### src/hdl/uche_pkg.sv
// shared types and constants of the hex escape encoder
package uche_pkg;

    // default width of the per-string output byte counter
    localparam int COUNT_WIDTH_DEFAULT = 16;

    // reset value and width of the output capacity register
    localparam int              CAP_WIDTH = 16;
    localparam logic [15:0]     CAP_RESET = 16'hffff;

    // result kinds
    localparam logic [1:0] KIND_DATA    = 2'd0;
    localparam logic [1:0] KIND_END_OK  = 2'd1;
    localparam logic [1:0] KIND_END_OVF = 2'd2;

    // escape prefix characters
    localparam logic [7:0] CHAR_BACKSLASH = 8'h5c;
    localparam logic [7:0] CHAR_X         = 8'h78;

    // four-byte scan window: held bytes plus the new byte
    typedef logic [3:0][7:0] win_t;

    // what to do with the byte at the scan position
    typedef enum logic [1:0] {
        ACT_HOLD,
        ACT_COPY_SEQ,
        ACT_COPY_ONE,
        ACT_ESCAPE
    } act_t;

    // decision of the byte classifier
    typedef struct packed {
        act_t       act;
        logic [2:0] need;
        logic [2:0] avail;
    } decision_t;

    // sequencer states
    typedef enum logic [2:0] {
        ST_IDLE,
        ST_SCAN,
        ST_EMIT,
        ST_FLUSH,
        ST_END
    } state_t;

endpackage

### src/hdl/uche_intf.sv
// channel interfaces of the hex escape encoder

// input byte channel
interface uche_in_if;
    logic       valid;
    logic       ready;
    logic [7:0] in_byte;

    modport source (output valid, output in_byte, input ready);
    modport sink   (input valid, input in_byte, output ready);
endinterface

// result channel
interface uche_out_if;
    logic       valid;
    logic       ready;
    logic [7:0] out_byte;
    logic [1:0] out_kind;
    logic       last_of_run;

    modport source (output valid, output out_byte, output out_kind, output last_of_run,
                    input ready);
    modport sink   (input valid, input out_byte, input out_kind, input last_of_run,
                    output ready);
endinterface

// capacity register write channel
interface uche_cfg_if;
    logic        valid;
    logic        ready;
    logic [15:0] output_capacity;

    modport source (output valid, output output_capacity, input ready);
    modport sink   (input valid, input output_capacity, output ready);
endinterface

### src/hdl/unsafe_char_hex_escaper_unit.sv
// top level of the utf-8 checking hex escape encoder
//
// Takes one string byte per transaction; a zero byte ends the string and gives one end
// result (kind 1, or kind 2 when the output capacity was exceeded). Bytes of an
// unfinished utf-8 sequence are held (up to three) and give no result until the
// sequence is decided. Steps: the byte is taken in the idle state, then a single shared
// classifier decides the scan positions one at a time in the scan state, each output
// byte is staged in the emit state, a last scan finds the window done, and the flush
// state hands the last data byte to the result register. Output stalls hold the
// sequencer. There is no clearing pass after reset. The capacity register is written
// through its own channel, which is always ready.
module unsafe_char_hex_escaper_unit
#(
    parameter int COUNT_WIDTH = uche_pkg::COUNT_WIDTH_DEFAULT
)
(
    input  logic       clk,
    input  logic       rst_n,
    uche_in_if.sink    chars,
    uche_out_if.source results,
    uche_cfg_if.sink   cap_wr
);

    localparam int RW = (COUNT_WIDTH > uche_pkg::CAP_WIDTH) ? COUNT_WIDTH
                                                            : uche_pkg::CAP_WIDTH;

    // control registers
    uche_pkg::state_t       st_reg, st_next;
    logic [2:0]             wn_reg, wn_next;
    logic [2:0]             pos_reg, pos_next;
    logic                   at_end_reg, at_end_next;
    logic [1:0]             held_reg, held_next;
    logic                   ovf_reg, ovf_next;
    logic [COUNT_WIDTH-1:0] count_reg, count_next;
    logic [15:0]            cap_reg, cap_next;
    logic                   stage_valid_reg, stage_valid_next;
    logic                   out_valid_reg, out_valid_next;
    logic [1:0]             k_reg, k_next;

    // payload registers
    uche_pkg::win_t         win_reg, win_next;
    logic [7:0]             stage_byte_reg, stage_byte_next;
    logic [1:0]             unit_pos_reg, unit_pos_next;
    logic [2:0]             unit_len_reg, unit_len_next;
    logic                   unit_esc_reg, unit_esc_next;
    logic [7:0]             out_byte_reg, out_byte_next;
    logic [1:0]             out_kind_reg, out_kind_next;
    logic                   out_last_reg, out_last_next;

    // shared conditions
    logic                   accept;
    logic                   byte_zero;
    logic                   can_push;
    logic                   scan_done;
    logic                   no_fit;
    logic                   unit_last;
    logic [RW-1:0]          room;
    logic [7:0]             emit_byte;
    uche_pkg::decision_t    dec;

    function automatic logic [7:0] hex_char(input logic [3:0] n);
        if (n < 4'd10)
            return 8'h30 + 8'(n);
        else
            return 8'h57 + 8'(n);
    endfunction

    // channel ports
    assign chars.ready         = (st_reg == uche_pkg::ST_IDLE);
    assign cap_wr.ready        = 1'b1;
    assign results.valid       = out_valid_reg;
    assign results.out_byte    = out_byte_reg;
    assign results.out_kind    = out_kind_reg;
    assign results.last_of_run = out_last_reg;

    assign accept    = chars.valid && chars.ready;
    assign byte_zero = (chars.in_byte == 8'd0);
    assign can_push  = !out_valid_reg || results.ready;
    assign scan_done = (pos_reg >= wn_reg);

    // free output room, zero when capacity is below the count
    always_comb
    begin
        if (RW'(cap_reg) > RW'(count_reg))
            room = RW'(cap_reg) - RW'(count_reg);
        else
            room = '0;
    end

    assign no_fit = room < RW'(dec.need);

    // shared classifier at the scan position
    uche_classify u_classify
    (
        .win    (win_reg),
        .wn     (wn_reg),
        .pos    (pos_reg[1:0]),
        .at_end (at_end_reg),
        .dec    (dec)
    );

    // byte of the unit being emitted
    always_comb
    begin
        if (unit_esc_reg)
        begin
            case (k_reg)
                2'd0:    emit_byte = uche_pkg::CHAR_BACKSLASH;
                2'd1:    emit_byte = uche_pkg::CHAR_X;
                2'd2:    emit_byte = hex_char(win_reg[unit_pos_reg][7:4]);
                default: emit_byte = hex_char(win_reg[unit_pos_reg][3:0]);
            endcase
        end
        else
        begin
            emit_byte = win_reg[2'(unit_pos_reg + k_reg)];
        end
    end

    assign unit_last = unit_esc_reg ? (k_reg == 2'd3) : (k_reg == 2'(unit_len_reg - 3'd1));

    // next state
    always_comb
    begin
        st_next = st_reg;
        case (st_reg)
            uche_pkg::ST_IDLE:
            begin
                if (accept)
                begin
                    if (!ovf_reg)
                        st_next = uche_pkg::ST_SCAN;
                    else if (byte_zero)
                        st_next = uche_pkg::ST_END;
                end
            end
            uche_pkg::ST_SCAN:
            begin
                if (scan_done || dec.act == uche_pkg::ACT_HOLD || no_fit)
                begin
                    if (stage_valid_reg)
                        st_next = uche_pkg::ST_FLUSH;
                    else if (at_end_reg)
                        st_next = uche_pkg::ST_END;
                    else
                        st_next = uche_pkg::ST_IDLE;
                end
                else
                begin
                    st_next = uche_pkg::ST_EMIT;
                end
            end
            uche_pkg::ST_EMIT:
            begin
                if ((!stage_valid_reg || can_push) && unit_last)
                    st_next = uche_pkg::ST_SCAN;
            end
            uche_pkg::ST_FLUSH:
            begin
                if (can_push)
                    st_next = at_end_reg ? uche_pkg::ST_END : uche_pkg::ST_IDLE;
            end
            uche_pkg::ST_END:
            begin
                if (can_push)
                    st_next = uche_pkg::ST_IDLE;
            end
            default:
            begin
                st_next = uche_pkg::ST_IDLE;
            end
        endcase
    end

    // datapath and output register
    always_comb
    begin
        wn_next          = wn_reg;
        pos_next         = pos_reg;
        at_end_next      = at_end_reg;
        held_next        = held_reg;
        ovf_next         = ovf_reg;
        count_next       = count_reg;
        cap_next         = cap_reg;
        stage_valid_next = stage_valid_reg;
        k_next           = k_reg;
        win_next         = win_reg;
        stage_byte_next  = stage_byte_reg;
        unit_pos_next    = unit_pos_reg;
        unit_len_next    = unit_len_reg;
        unit_esc_next    = unit_esc_reg;
        out_valid_next   = out_valid_reg && !results.ready;
        out_byte_next    = out_byte_reg;
        out_kind_next    = out_kind_reg;
        out_last_next    = out_last_reg;

        // capacity register write
        if (cap_wr.valid)
            cap_next = cap_wr.output_capacity;

        case (st_reg)
            uche_pkg::ST_IDLE:
            begin
                if (accept)
                begin
                    pos_next    = '0;
                    at_end_next = byte_zero;
                    if (byte_zero)
                    begin
                        wn_next = {1'b0, held_reg};
                    end
                    else
                    begin
                        win_next[held_reg] = chars.in_byte;
                        wn_next            = 3'({1'b0, held_reg} + 3'd1);
                    end
                end
            end
            uche_pkg::ST_SCAN:
            begin
                if (scan_done)
                begin
                    held_next = '0;
                    if (at_end_reg && room == '0)
                        ovf_next = 1'b1;
                end
                else if (dec.act == uche_pkg::ACT_HOLD)
                begin
                    // keep the unfinished sequence at the window start
                    for (int k = 0; k < 3; k++)
                        win_next[k] = win_reg[2'(pos_reg[1:0] + 2'(k))];
                    held_next = dec.avail[1:0];
                end
                else if (no_fit)
                begin
                    ovf_next  = 1'b1;
                    held_next = '0;
                end
                else
                begin
                    count_next    = COUNT_WIDTH'(count_reg + COUNT_WIDTH'(dec.need));
                    unit_pos_next = pos_reg[1:0];
                    unit_len_next = dec.need;
                    unit_esc_next = (dec.act == uche_pkg::ACT_ESCAPE);
                    k_next        = '0;
                end
            end
            uche_pkg::ST_EMIT:
            begin
                if (!stage_valid_reg || can_push)
                begin
                    // older staged byte is known not to be the last one
                    if (stage_valid_reg)
                    begin
                        out_valid_next = 1'b1;
                        out_byte_next  = stage_byte_reg;
                        out_kind_next  = uche_pkg::KIND_DATA;
                        out_last_next  = 1'b0;
                    end
                    stage_valid_next = 1'b1;
                    stage_byte_next  = emit_byte;
                    if (unit_last)
                        pos_next = 3'(pos_reg + (unit_esc_reg ? 3'd1 : unit_len_reg));
                    else
                        k_next = 2'(k_reg + 2'd1);
                end
            end
            uche_pkg::ST_FLUSH:
            begin
                if (can_push)
                begin
                    out_valid_next   = 1'b1;
                    out_byte_next    = stage_byte_reg;
                    out_kind_next    = uche_pkg::KIND_DATA;
                    out_last_next    = !at_end_reg;
                    stage_valid_next = 1'b0;
                end
            end
            uche_pkg::ST_END:
            begin
                if (can_push)
                begin
                    out_valid_next = 1'b1;
                    out_byte_next  = 8'd0;
                    out_kind_next  = ovf_reg ? uche_pkg::KIND_END_OVF : uche_pkg::KIND_END_OK;
                    out_last_next  = 1'b1;
                    held_next      = '0;
                    count_next     = '0;
                    ovf_next       = 1'b0;
                end
            end
            default:
            begin
                held_next = '0;
            end
        endcase
    end

    // control state
    always_ff @(posedge clk or negedge rst_n)
    begin
        if (!rst_n)
        begin
            st_reg          <= uche_pkg::ST_IDLE;
            wn_reg          <= '0;
            pos_reg         <= '0;
            at_end_reg      <= 1'b0;
            held_reg        <= '0;
            ovf_reg         <= 1'b0;
            count_reg       <= '0;
            cap_reg         <= uche_pkg::CAP_RESET;
            stage_valid_reg <= 1'b0;
            out_valid_reg   <= 1'b0;
            k_reg           <= '0;
        end
        else
        begin
            st_reg          <= st_next;
            wn_reg          <= wn_next;
            pos_reg         <= pos_next;
            at_end_reg      <= at_end_next;
            held_reg        <= held_next;
            ovf_reg         <= ovf_next;
            count_reg       <= count_next;
            cap_reg         <= cap_next;
            stage_valid_reg <= stage_valid_next;
            out_valid_reg   <= out_valid_next;
            k_reg           <= k_next;
        end
    end

    // payload
    always_ff @(posedge clk)
    begin
        win_reg        <= win_next;
        stage_byte_reg <= stage_byte_next;
        unit_pos_reg   <= unit_pos_next;
        unit_len_reg   <= unit_len_next;
        unit_esc_reg   <= unit_esc_next;
        out_byte_reg   <= out_byte_next;
        out_kind_reg   <= out_kind_next;
        out_last_reg   <= out_last_next;
    end

endmodule

### src/hdl/uche_classify.sv
// byte classifier: utf-8 sequence check and safe character test at one scan position
module uche_classify
(
    input  uche_pkg::win_t      win,
    input  logic [2:0]          wn,
    input  logic [1:0]          pos,
    input  logic                at_end,
    output uche_pkg::decision_t dec
);

    logic [7:0]  b0, b1, b2, b3;
    logic [2:0]  len;
    logic [2:0]  avail;
    logic        bad;
    logic [20:0] cp;
    logic [20:0] lowest;
    logic        code_ok;
    logic        safe;

    // bytes of the candidate sequence, index wraps where unused
    assign b0 = win[pos];
    assign b1 = win[2'(pos + 2'd1)];
    assign b2 = win[2'(pos + 2'd2)];
    assign b3 = win[2'(pos + 2'd3)];
    assign avail = 3'(wn - {1'b0, pos});

    // length announced by the lead byte
    always_comb
    begin
        if (b0[7] == 1'b0)
            len = 3'd1;
        else if (b0[7:5] == 3'b110)
            len = 3'd2;
        else if (b0[7:4] == 4'b1110)
            len = 3'd3;
        else if (b0[7:3] == 5'b11110)
            len = 3'd4;
        else
            len = 3'd0;
    end

    // continuation bits of the bytes present
    always_comb
    begin
        logic [1:0] idx;
        bad = 1'b0;
        for (int k = 1; k < 4; k++)
        begin
            idx = 2'(pos + 2'(k));
            if (3'(k) < len && 3'(k) < avail && win[idx][7:6] != 2'b10)
                bad = 1'b1;
        end
    end

    // code point and range checks
    always_comb
    begin
        case (len)
            3'd2:
            begin
                cp     = 21'({b0[4:0], b1[5:0]});
                lowest = 21'h80;
            end
            3'd3:
            begin
                cp     = 21'({b0[3:0], b1[5:0], b2[5:0]});
                lowest = 21'h800;
            end
            default:
            begin
                cp     = {b0[2:0], b1[5:0], b2[5:0], b3[5:0]};
                lowest = 21'h10000;
            end
        endcase
        code_ok = (cp >= lowest) && (cp < 21'h110000)
                  && (cp[20:11] != 10'h1b)
                  && !(cp >= 21'hfdd0 && cp <= 21'hfdef)
                  && (cp[15:1] != 15'h7fff);
    end

    // letters, digits and the few punctuation marks copied as they are
    always_comb
    begin
        safe = (b0 >= 8'h30 && b0 <= 8'h39) || (b0 >= 8'h41 && b0 <= 8'h5a)
               || (b0 >= 8'h61 && b0 <= 8'h7a)
               || b0 == 8'h23 || b0 == 8'h2b || b0 == 8'h2d || b0 == 8'h2e
               || b0 == 8'h3a || b0 == 8'h3d || b0 == 8'h40 || b0 == 8'h5f;
    end

    // decision
    always_comb
    begin
        dec.avail = avail;
        if (len >= 3'd2 && !bad && avail < len && !at_end)
        begin
            dec.act  = uche_pkg::ACT_HOLD;
            dec.need = 3'd0;
        end
        else if (len >= 3'd2 && !bad && avail >= len && code_ok)
        begin
            dec.act  = uche_pkg::ACT_COPY_SEQ;
            dec.need = len;
        end
        else if (safe)
        begin
            dec.act  = uche_pkg::ACT_COPY_ONE;
            dec.need = 3'd1;
        end
        else
        begin
            dec.act  = uche_pkg::ACT_ESCAPE;
            dec.need = 3'd4;
        end
    end

endmodule

### src/flat_wrapper.sv
// flat-port wrapper written by rule: the top's interface ports become plain ports
module unsafe_char_hex_escaper_unit_flat 
#(
    parameter int COUNT_WIDTH = uche_pkg::COUNT_WIDTH_DEFAULT
)
  (clk, rst_n, chars_valid, chars_in_byte, chars_ready, results_valid, results_out_byte, results_out_kind, results_last_of_run, results_ready, cap_wr_valid, cap_wr_output_capacity, cap_wr_ready);
  uche_in_if chars_i ();
  uche_out_if results_i ();
  uche_cfg_if cap_wr_i ();
  input  logic clk;
  input  logic rst_n;
  input wire logic [$bits(chars_i.valid)-1:0] chars_valid;
  input wire logic [$bits(chars_i.in_byte)-1:0] chars_in_byte;
  output wire logic [$bits(chars_i.ready)-1:0] chars_ready;
  output wire logic [$bits(results_i.valid)-1:0] results_valid;
  output wire logic [$bits(results_i.out_byte)-1:0] results_out_byte;
  output wire logic [$bits(results_i.out_kind)-1:0] results_out_kind;
  output wire logic [$bits(results_i.last_of_run)-1:0] results_last_of_run;
  input wire logic [$bits(results_i.ready)-1:0] results_ready;
  input wire logic [$bits(cap_wr_i.valid)-1:0] cap_wr_valid;
  input wire logic [$bits(cap_wr_i.output_capacity)-1:0] cap_wr_output_capacity;
  output wire logic [$bits(cap_wr_i.ready)-1:0] cap_wr_ready;
  assign chars_i.valid = chars_valid;
  assign chars_i.in_byte = chars_in_byte;
  assign chars_ready = chars_i.ready;
  assign results_valid = results_i.valid;
  assign results_out_byte = results_i.out_byte;
  assign results_out_kind = results_i.out_kind;
  assign results_last_of_run = results_i.last_of_run;
  assign results_i.ready = results_ready;
  assign cap_wr_i.valid = cap_wr_valid;
  assign cap_wr_i.output_capacity = cap_wr_output_capacity;
  assign cap_wr_ready = cap_wr_i.ready;
  unsafe_char_hex_escaper_unit #(.COUNT_WIDTH(COUNT_WIDTH)) u_core (.clk(clk), .rst_n(rst_n), .chars(chars_i), .results(results_i), .cap_wr(cap_wr_i));
endmodule
### config.mk
export PLATFORM = sky130hd
export DESIGN_NAME = unsafe_char_hex_escaper_unit_flat
export DESIGN_NICKNAME = d
export VERILOG_FILES = /design/src/hdl/uche_pkg.sv /design/src/hdl/uche_intf.sv /design/src/hdl/unsafe_char_hex_escaper_unit.sv /design/src/hdl/uche_classify.sv /design/src/flat_wrapper.sv
export SDC_FILE = /design/constraint.sdc
export NUM_CORES = 1
export LEC_CHECK = 0
export BUFFER_PORTS_ARGS = -buffer_cell sky130_fd_sc_hd__buf_4
export CAP_MARGIN = 20
export CORE_MARGIN = 8
export CORE_UTILIZATION = 40
export DETAILED_ROUTE_END_ITERATION = 10
export GPL_ROUTABILITY_DRIVEN = 0
export PLACE_DENSITY = 0.67
export SYNTH_ARGS = -nofsm -noshare
export SYNTH_HDL_FRONTEND = slang
export SYNTH_SLANG_ARGS = --single-unit
### constraint.sdc
create_clock -name clk -period 5.79 [get_ports clk]
set_input_delay 1.737 -clock clk [delete_from_list [all_inputs] [get_ports clk]]
set_output_delay 1.737 -clock clk [all_outputs]
set_load 0.02 [all_outputs]
==> impl_metrics.tcl, run 1 <==
set metrics [dict create \
    status "finished clean" \
    cpMostUsedCell "a21oi_1" \
    arrival_ps 5830 \
    cts_sinks 106 \
    setup_slack_ps 205.6 \
    maxCapViolCount 0 \
    tightest_slew_ps 1050 \
    met2_usage 0.2879 \
    slew_viol_final 0 \
    grt_antenna_before_repair 0 \
    grt_pass1_vias 7094 \
    grt_max_degree 50 \
    met1_usage 0.2575 \
    fin_util 0.4571 \
    cp.required_ps 6040 \
    syn2layout_area_growth_pct 13.61 \
    r2r_slack_ps 210 \
    insertion_delay_ps 360 \
    final_nets 1031 \
    pre_cts_slack_ps 1.870 \
    cts_hold_buf 0 \
    place_hpwl_mm 18.57 \
    post-route-drc-count 0 \
    tns_ps 0 \
    root_buffer "clkbuf_16" \
    period_share 0.9645 \
    hold_depth 1 \
    finClkSkew_ps 7.041 \
    final_cell_mix "buf_4, nand2_1, o21ai_0" \
    io_buffers 41 \
    drt-initial-drc-count 794 \
    p_leak_nw 3.738 \
    drtPass1Iterations 5 \
    synthCells 904 \
    initial_utilization 0.4024 \
    post_drt_wl_per_cell_microns 20.19 \
    ant_nets 0 \
    powerDensity_nw_per_um2 598.0 \
    row_count 54 \
    cp_max_fo 11 \
    largest_register_ff_count 32 \
    routed_wl_mm 25.01 \
    tritoncts "yes" \
    layout_commonest_cell "buf_4" \
    drive_above_1_share 0.2304 \
    die_area_sq_um 26650 \
    pin_count 43 \
    antennaDiodeCount 0 \
    vias_per_cell 6.188 \
    synth_area_per_cell_sq_um 9.593 \
    reg2reg_from "u_core.win_reg[30]" \
    crit_path_top_delay_cell "or4b_4" \
    synth_edf_count 57 \
    yosys.cell_types.count 86 \
    worstHoldStart "u_core.count_reg[14]" \
    final-hold-violation-count 0 \
    path_class "flip-flop to flip-flop" \
    syn_nets 980 \
    start_kind "flip-flop" \
    synth-main-ff-cell "edfxtp_1" \
    core_area_sq_um 21550 \
    r2r_end "u_core.count_reg[14]" \
    fmax_mhz 179.1 \
    yosysSeqAreaShare 0.3411 \
    path_clk_slew_ps 70 \
    synthesis.area_sq_um 8672 \
    peakVddDrop_mv 0.2503 \
    grt_remaining_overflow 0 \
    clockBufferDepth 2 \
    met3_usage 0.03175 \
    cts_buffers 9 \
    cp-end-kind "flip-flop" \
    crit_path_max_incr_delay_ps 540 \
    period_minus_slack_ps 5584 \
    slew_headroom 0.2974 \
    synthArstFlopShare 0.4623 \
    die_h_microns 163.2 \
    fin_hold_ws_ps 492.0 \
    hold_path_end "u_core.count_reg[14]" \
    die_w_microns 163.2 \
    htree_levels 3 \
    grt_use_total 0.1859 \
    finalSetupViolCount 0 \
    grt_pass1_wl_mm 39.12 \
    hp-class "flip-flop to flip-flop" \
    grt_busiest_layer "met2" \
    yosysWarnings 0 \
    vias 7667 \
    rr_worst_depth 25 \
    startpoint "u_core.win_reg[30]" \
    synth_seq_cells 106 \
]
[power by group]
part	switching, W	internal, W	leakage (nW)
combinational	0.00232	0.00162	2.48
clock	0.000297	0.000319	0.140
sequential	0.000234	0.00111	1.12
[synthesized netlist by cell type, types with 7 or more instances]
| cell type | instances | area (sq um) |
|---|---|---|
| mux4_2 | 37 | 833.3 |
| a21oi_1 | 48 | 240.2 |
| nand3b_1 | 7 | 52.55 |
| xnor2_1 | 13 | 113.9 |
| nor4_1 | 12 | 75.07 |
| a211oi_1 | 8 | 60.06 |
| and3_1 | 9 | 56.30 |
| nand2b_1 | 14 | 87.58 |
| or3_1 | 7 | 43.79 |
| a22o_1 | 7 | 61.31 |
| a211o_1 | 7 | 61.31 |
| a31oi_1 | 9 | 56.30 |
| mux2i_1 | 20 | 200.2 |
| a221oi_1 | 7 | 61.31 |
| and2_1 | 16 | 100.1 |
| buf_2 | 10 | 50.05 |
| edfxtp_1 | 57 | 1712 |
| nand4_1 | 10 | 62.56 |
| mux2_2 | 30 | 337.8 |
| nor3_1 | 16 | 80.08 |
| nor2b_1 | 11 | 68.82 |
| nand3_1 | 32 | 160.2 |
| dfstp_2 | 16 | 420.4 |
| o22ai_1 | 12 | 75.07 |
| buf_1 | 9 | 33.78 |
| dfrtp_1 | 33 | 825.8 |
| inv_1 | 54 | 202.7 |
| nor2_1 | 64 | 240.2 |
| clkbuf_1 | 22 | 82.58 |
| ha_1 | 43 | 538.0 |
| o21ai_0 | 72 | 360.4 |
| a22oi_1 | 8 | 60.06 |
| nand2_1 | 76 | 285.3 |
[worst max-delay path: cells and delay by family, from the launching register on]
kind            cells  cell delay (ps)
flops               1              520
simple gates       10             2080
compound gates      8             1320
buf+inv             2              270
mux                 2              610
fa+ha+maj           3              640
[how the worst max path moves through the flow]
stage | cells after the start | slack, ps | end
2_1_floorplan | 25 | 100 | u_core.count_reg[14]
3_3_place_gp | 23 | 180 | u_core.count_reg[14]
3_5_place_dp | 23 | 2 | u_core.count_reg[14]
4_1_cts | 23 | 20 | u_core.count_reg[14]
5_1_grt | 25 | -80 | u_core.count_reg[14]
6_report | 25 | 210 | u_core.count_reg[14]
[stage by stage]
stage / cells / area, sq um / power [W]
6_report: 1239 / 9852 / 0.005892
3_3_place_gp: 1215 / 9409 / 0.005014
2_1_floorplan: 904 / 8672 / 0.004040
5_1_grt: 1239 / 9852 / 0.006279
4_1_cts: 1230 / 9692 / 0.005711
3_5_place_dp: 1215 / 9409 / 0.005071
[timing repair]
action / 4_1_cts / 5_1_grt
setup endpoints to repair: 1 / 5
gates resized for setup: 1 / 25
pin swaps: 0 / 8
hold endpoints to repair: 0 / 0
buffers inserted: 0 / 9
[per-layer routing]
layer	up-vias	share of wire
li1	3537	-
met1	3721	0.43
met2	353	0.46
met3	56	0.084
met4	0	0.026
met5	-	0
[kinds of logic (layout without fill, tap and decap cells)]
kind of cell,after synthesis,after routing,share of synthesized area
AND/OR/NAND/NOR,302,302,0.1778
AO/OA/AOI/OAI,245,245,0.1881
flip-flops,106,106,0.3411
buffers and inverters,102,157,0.04905
multiplexers,87,87,0.1581
adder cells (fa/ha/maj),47,47,0.07127
XOR/XNOR,14,14,0.01414
other,1,1,0.0004324
[layout make-up]
| cell class | instances | area [sq um] |
|---|---|---|
| inverters | 55 | 206.4 |
| repair buffers | 87 | 684.4 |
| flip-flops and latches | 106 | 2963 |
| well taps | 280 | 350.3 |
| clock inverters | 3 | 22.52 |
| clock buffers | 12 | 257.7 |
| multi-input cells | 696 | 5368 |
| fillers | 2032 | 11700 |
(Power assumes the default switching activity.)
==> run 2: changes to the inputs <==
--- a/config.mk
+++ b/config.mk
@@ -11,7 +11,7 @@
 export CORE_UTILIZATION = 40
 export DETAILED_ROUTE_END_ITERATION = 10
 export GPL_ROUTABILITY_DRIVEN = 0
-export PLACE_DENSITY = 0.67
+export PLACE_DENSITY_LB_ADDON = 0.1
 export SYNTH_ARGS = -nofsm -noshare
 export SYNTH_HDL_FRONTEND = slang
 export SYNTH_SLANG_ARGS = --single-unit
==> run 2 against run 1 <==
Compared with the run above: combinational power increased by 2%; sequential share of layout area decreased by 0.22 points; flip-flop and latch count unchanged; first-iteration DRC count decreased by 10%; wire length increased by 5.1%; critical path type unchanged.
==> impl_metrics.tcl, run 2 (synthesized netlist as in run 1, its figures left out) <==
set metrics [dict create \
    period_minus_slack_ps 5512 \
    path_clk_slew_ps 80 \
    drtPass1Iterations 5 \
    reg2reg_from "u_core.pos_reg[0]" \
    grt_max_degree 50 \
    maxCapViolCount 0 \
    grt_antenna_before_repair 0 \
    drive_above_1_share 0.2329 \
    p_leak_nw 3.794 \
    slew_headroom 0.3006 \
    io_buffers 41 \
    vias_per_cell 6.116 \
    cts_sinks 106 \
    insertion_delay_ps 360 \
    peakVddDrop_mv 0.2380 \
    placed_cell_area_sq_um 9462 \
    root_buffer "clkbuf_16" \
    pin_count 43 \
    met2_usage 0.3058 \
    row_count 54 \
    layout_commonest_cell "buf_4" \
    start_kind "flip-flop" \
    clockBufferDepth 2 \
    fin_area_sq_um 9925 \
    ant_nets 0 \
    antennaDiodeCount 0 \
    vias 7620 \
    path_depth 20 \
    dpl.cell_count 1222 \
    crit_path_top_delay_cell "a221oi_1" \
    multi_input_area_sq_um 5365 \
    crit_path_max_incr_delay_ps 670 \
    crit_end "u_core.count_reg[15]" \
    cp_max_fo 10 \
    final_nets 1037 \
    rr_worst_depth 20 \
    r2r_slack_ps 280 \
    path_cells "mux4_2 -> and2_1 -> buf_4 -> a221oi_1 -> a221oi_1 -> a2111oi_2 -> a211oi_2 -> o22ai_2 -> or3_4 -> inv_2 -> ha_1 -> a21o_1 -> a21oi_1 -> nor4_2 -> and3_1 -> and3_4 -> nand3_4 -> or4_4 -> nand3_1 -> nand3_1" \
    path_delay_family "simple AND/OR/NAND/NOR gates" \
    finalSetupViolCount 0 \
    die_h_microns 163.2 \
    fin_cells 1246 \
    routed_wl_mm 26.30 \
    regArea_sq_um 2963 \
    r2r_end "u_core.count_reg[15]" \
    largest_register_ff_count 32 \
    grt_busiest_layer "met2" \
    grt_use_total 0.1977 \
    core_area_sq_um 21550 \
    die_area_sq_um 26650 \
    crit_buf_inv 2 \
    grt_remaining_overflow 0 \
    initial_utilization 0.4024 \
    post-route-drc-count 0 \
    startpoint "u_core.pos_reg[0]" \
    power_w 0.006031 \
    post_drt_wl_per_cell_microns 21.10 \
    tritoncts "yes" \
    die_w_microns 163.2 \
    met1_usage 0.2806 \
    hp-class "flip-flop to flip-flop" \
    fmax_mhz 181.4 \
    fillers 2080 \
    place_hpwl_mm 20.14 \
    cts_buffers 9 \
    hold_depth 1 \
    tightest_slew_ps 1042 \
    syn2layout_area_growth_pct 14.44 \
    status "finished clean" \
    powerDensity_nw_per_um2 607.7 \
    slew_viol_final 0 \
    cp.required_ps 6030 \
    period_share 0.9521 \
    htree_levels 3 \
    cp-end-kind "flip-flop" \
    final-hold-violation-count 0 \
    path_class "flip-flop to flip-flop" \
    cts_hold_buf 0 \
    met3_usage 0.03881 \
    drt-initial-drc-count 714 \
    grt_pass1_vias 7175 \
    grt_pass1_wl_mm 41.46 \
    final_cell_mix "buf_4, nand2_1, o21ai_0" \
    finClkSkew_ps 13.35 \
    arrival_ps 5760 \
]
[run 2: stage by stage]
stage | worst slack, ps | util | hold slack [ps] | setup TNS (ps)
2_1_floorplan | 97.54 | - | 450.8 | 0
3_3_place_gp | 82.14 | 0.4390 | 468.9 | 0
3_5_place_dp | 22.84 | 0.4390 | 470.2 | 0
4_1_cts | 22.84 | 0.4541 | 488.7 | 0
5_1_grt | -47.53 | 0.4605 | 505.7 | -71.97
6_report | 277.5 | 0.4605 | 490.9 | 0
[run 2: area by class of cell]
type	count	share of cell area
clock buffers	9	0.02269
clock inverters	7	0.008573
inverters	55	0.02080
multi-input cells	696	0.5406
flip-flops and latches	106	0.2985
well taps	280	0.03530
repair buffers	93	0.07350
[run 2: timing repair]
item,in CTS,in global routing
setup buffers,2,6
cloned,0,0
pin swaps,0,9
setup endpoints to repair,1,5
resized for setup,0,22
[run 2: how the worst min path moves through the flow]
stage,from,end,slack [ps]
3_3_place_gp,u_core.count_reg[14],u_core.count_reg[14],470
4_1_cts,u_core.count_reg[14],u_core.count_reg[14],490
2_1_floorplan,u_core.count_reg[14],u_core.count_reg[14],450
5_1_grt,u_core.count_reg[14],u_core.count_reg[14],510
6_report,u_core.count_reg[14],u_core.count_reg[14],490
3_5_place_dp,u_core.count_reg[14],u_core.count_reg[14],470
[run 2: worst reg2reg max path, cell delays in order (launching register included)]
cell       delay, ps
dfrtp_2          510
mux4_2           560
and2_1           190
buf_4            180
a221oi_1         680
a221oi_1         150
a2111oi_2        460
a211oi_2         130
o22ai_2          220
or3_4            170
inv_2             50
ha_1             270
a21o_1           110
a21oi_1           90
nor4_2           350
and3_1           260
and3_4           220
nand3_4           90
or4_4            500
nand3_1          100
nand3_1          100
[run 2: power by group]
part	leakage, nW	internal, W	switching (W)
combinational	2.53	0.00165	0.00236
clock	0.153	0.000345	0.000322
sequential	1.12	0.00111	0.000247
total	3.79	0.00310	0.00293
[run 2: per-layer routing]
metal	part of all wire	vias to the layer above	wire, microns
met5	0	-	0
met1	0.47	3774	12370
met3	0.066	24	1741
met2	0.45	268	11860
li1	-	3554	-
met4	0.012	0	325
==> run 3: changes to the inputs <==
--- a/config.mk
+++ b/config.mk
@@ -12,6 +12,7 @@
 export DETAILED_ROUTE_END_ITERATION = 10
 export GPL_ROUTABILITY_DRIVEN = 0
 export PLACE_DENSITY_LB_ADDON = 0.1
+export RECOVER_POWER = 25
 export SYNTH_ARGS = -nofsm -noshare
 export SYNTH_HDL_FRONTEND = slang
 export SYNTH_SLANG_ARGS = --single-unit
==> run 3 against run 2 <==
Compared with the run above: the run now ends with max-capacitance violations, max-slew violations left; global-route usage did not move; highest routed layer unchanged; critical endpoint unchanged; non-clock buffer count unchanged; largest cell class unchanged; count of clock-buffer cells in the layout stayed put; critical path type unchanged; first-iteration DRC count rose by 8.0%.
==> impl_metrics.tcl, run 3 (synthesized netlist as in run 1, its figures left out) <==
set metrics [dict create \
    status "complete, but fails checks" \
    failed_checks "max-capacitance violations, max-slew violations" \
    final-hold-violation-count 0 \
    grt_remaining_overflow 0 \
    post-route-drc-count 0 \
    tritoncts "yes" \
    tightest_slew_ps 2758 \
    slew_headroom -0.8390 \
    finClkSkew_ps 13.06 \
    clockBufferDepth 2 \
    die_w_microns 163.2 \
    tns_ps 0 \
    cp-end-kind "flip-flop" \
    highest_layer "met4" \
    path_clk_slew_ps 80 \
    hold_path_end "u_core.count_reg[14]" \
    grt_antenna_before_repair 0 \
    grt_pass1_wl_mm 41.46 \
    place_hpwl_mm 20.14 \
    drive_above_1_share 0.2226 \
    rr_worst_depth 25 \
    crit_buf_inv 3 \
    hold_depth 1 \
    cp_max_fo 17 \
    syn2layout_area_growth_pct 14.01 \
    final_cell_mix "nand2_1, buf_4, o21ai_0" \
    die_h_microns 163.2 \
    die_area_sq_um 26650 \
    pin_count 43 \
    path_delay_family "simple AND/OR/NAND/NOR gates" \
    vias_per_cell 6.116 \
    regArea_sq_um 2963 \
    antennaDiodeCount 0 \
    period_minus_slack_ps 5483 \
    grt_max_degree 50 \
    ant_nets 0 \
    reg2reg_from "u_core.pos_reg[1]" \
    placed_cell_area_sq_um 9462 \
    fin_hold_ws_ps 494.2 \
    peakVddDrop_mv 0.2362 \
    insertion_delay_ps 360 \
    largest_register_ff_count 32 \
    root_buffer "clkbuf_16" \
    dr_wl_met3_mm 1.742 \
    worstHoldStart "u_core.count_reg[14]" \
    io_buffers 41 \
    final_nets 1037 \
    cts_hold_buf 0 \
    powerDensity_nw_per_um2 609.8 \
    multi_input_area_sq_um 5365 \
    finalSetupViolCount 0 \
    cts_buffers 9 \
    core_area_sq_um 21550 \
    fin_area_sq_um 9887 \
    post_drt_wl_per_cell_microns 21.08 \
    drt-initial-drc-count 771 \
    crit_path_max_incr_delay_ps 580 \
    crit_path_top_delay_cell "dfrtp_4" \
    wl_met2_mm 11.86 \
    row_count 54 \
    drtPass1Iterations 7 \
    cp.required_ps 6030 \
    arrival_ps 5730 \
    hp-class "flip-flop to flip-flop" \
    r2r_slack_ps 310 \
    cts_sinks 106 \
    fin_util 0.4587 \
    path_class "flip-flop to flip-flop" \
    fmax_mhz 182.4 \
    initial_utilization 0.4024 \
    p_leak_nw 3.756 \
    slew_viol_final 50 \
    period_share 0.9469 \
    fillers 2088 \
    drt-met1-wl_mm 12.34 \
    maxCapViolCount 1 \
    grt_pass1_vias 7175 \
    r2r_end "u_core.count_reg[15]" \
    htree_levels 3 \
    grt_use_total 0.1977 \
    vias 7621 \
    routed_wl_mm 26.27 \
    start_kind "flip-flop" \
]
run 3: what timing repair did:
item                                    4_1_cts  5_1_grt
gates cloned                                  0        0
endpoints found under the setup margin        1        5
pin swaps                                     0        9
setup buffers                                 2        6
resized for setup                             0       22
run 3: per-stage QoR:
step           power, W  worst slack, ps  cells
5_1_grt        0.006478           -47.66   1246
3_3_place_gp   0.005237            82.14   1222
4_1_cts        0.005920            22.84   1240
6_report       0.006029            307.2   1246
2_1_floorplan  0.004040            97.54    904
3_5_place_dp   0.005219            22.84   1222
run 3: how the worst max path moves through the flow:
stage	to	slack (ps)	from	cells past startpoint
2_1_floorplan	u_core.count_reg[14]	100	u_core.pos_reg[1]	25
3_3_place_gp	u_core.count_reg[14]	80	u_core.pos_reg[0]	23
3_5_place_dp	u_core.count_reg[14]	20	u_core.pos_reg[0]	23
4_1_cts	u_core.count_reg[14]	20	u_core.pos_reg[0]	23
5_1_grt	u_core.count_reg[14]	-50	u_core.pos_reg[0]	23
6_report	u_core.count_reg[15]	310	u_core.pos_reg[1]	25
run 3: worst reg2reg max path, cell delays in order (launching register included):
cell and delay [ps]:
dfrtp_4 580, buf_4 230, mux2_2 360, mux2i_1 230
nor2_2 70, inv_2 100, nand2_1 80, ha_1 270
nand2b_1 90, a21o_1 100, a21oi_1 70, a2111o_1 420
a211oi_2 240, o22ai_2 130, or3_4 360, inv_2 90
ha_1 140, a21o_1 110, a21oi_1 90, nor4_2 350
and3_1 260, and3_4 220, nand3_4 90, or4_4 500
nand3_1 100, nand3_1 100
run 3: metal layers:
layer	vias up	track usage
li1	3556	-
met1	3774	0.2806
met3	22	0.03881
met5	-	0
met2	269	0.3058
met4	0	0.04295
run 3: layout make-up:
cell class / count / area share
Clock buffer: 9 / 0.02278
Clock inverter: 7 / 0.008605
Inverter: 55 / 0.02088
Multi-Input combinational cell: 696 / 0.5426
Sequential cell: 106 / 0.2997
Tap cell: 280 / 0.03543
Timing Repair Buffer: 93 / 0.06998
run 3: where the power goes:
part / internal [W] / switching, W
Clock: 0.000345 / 0.000320
Combinational: 0.00165 / 0.00236
Sequential: 0.00111 / 0.000246
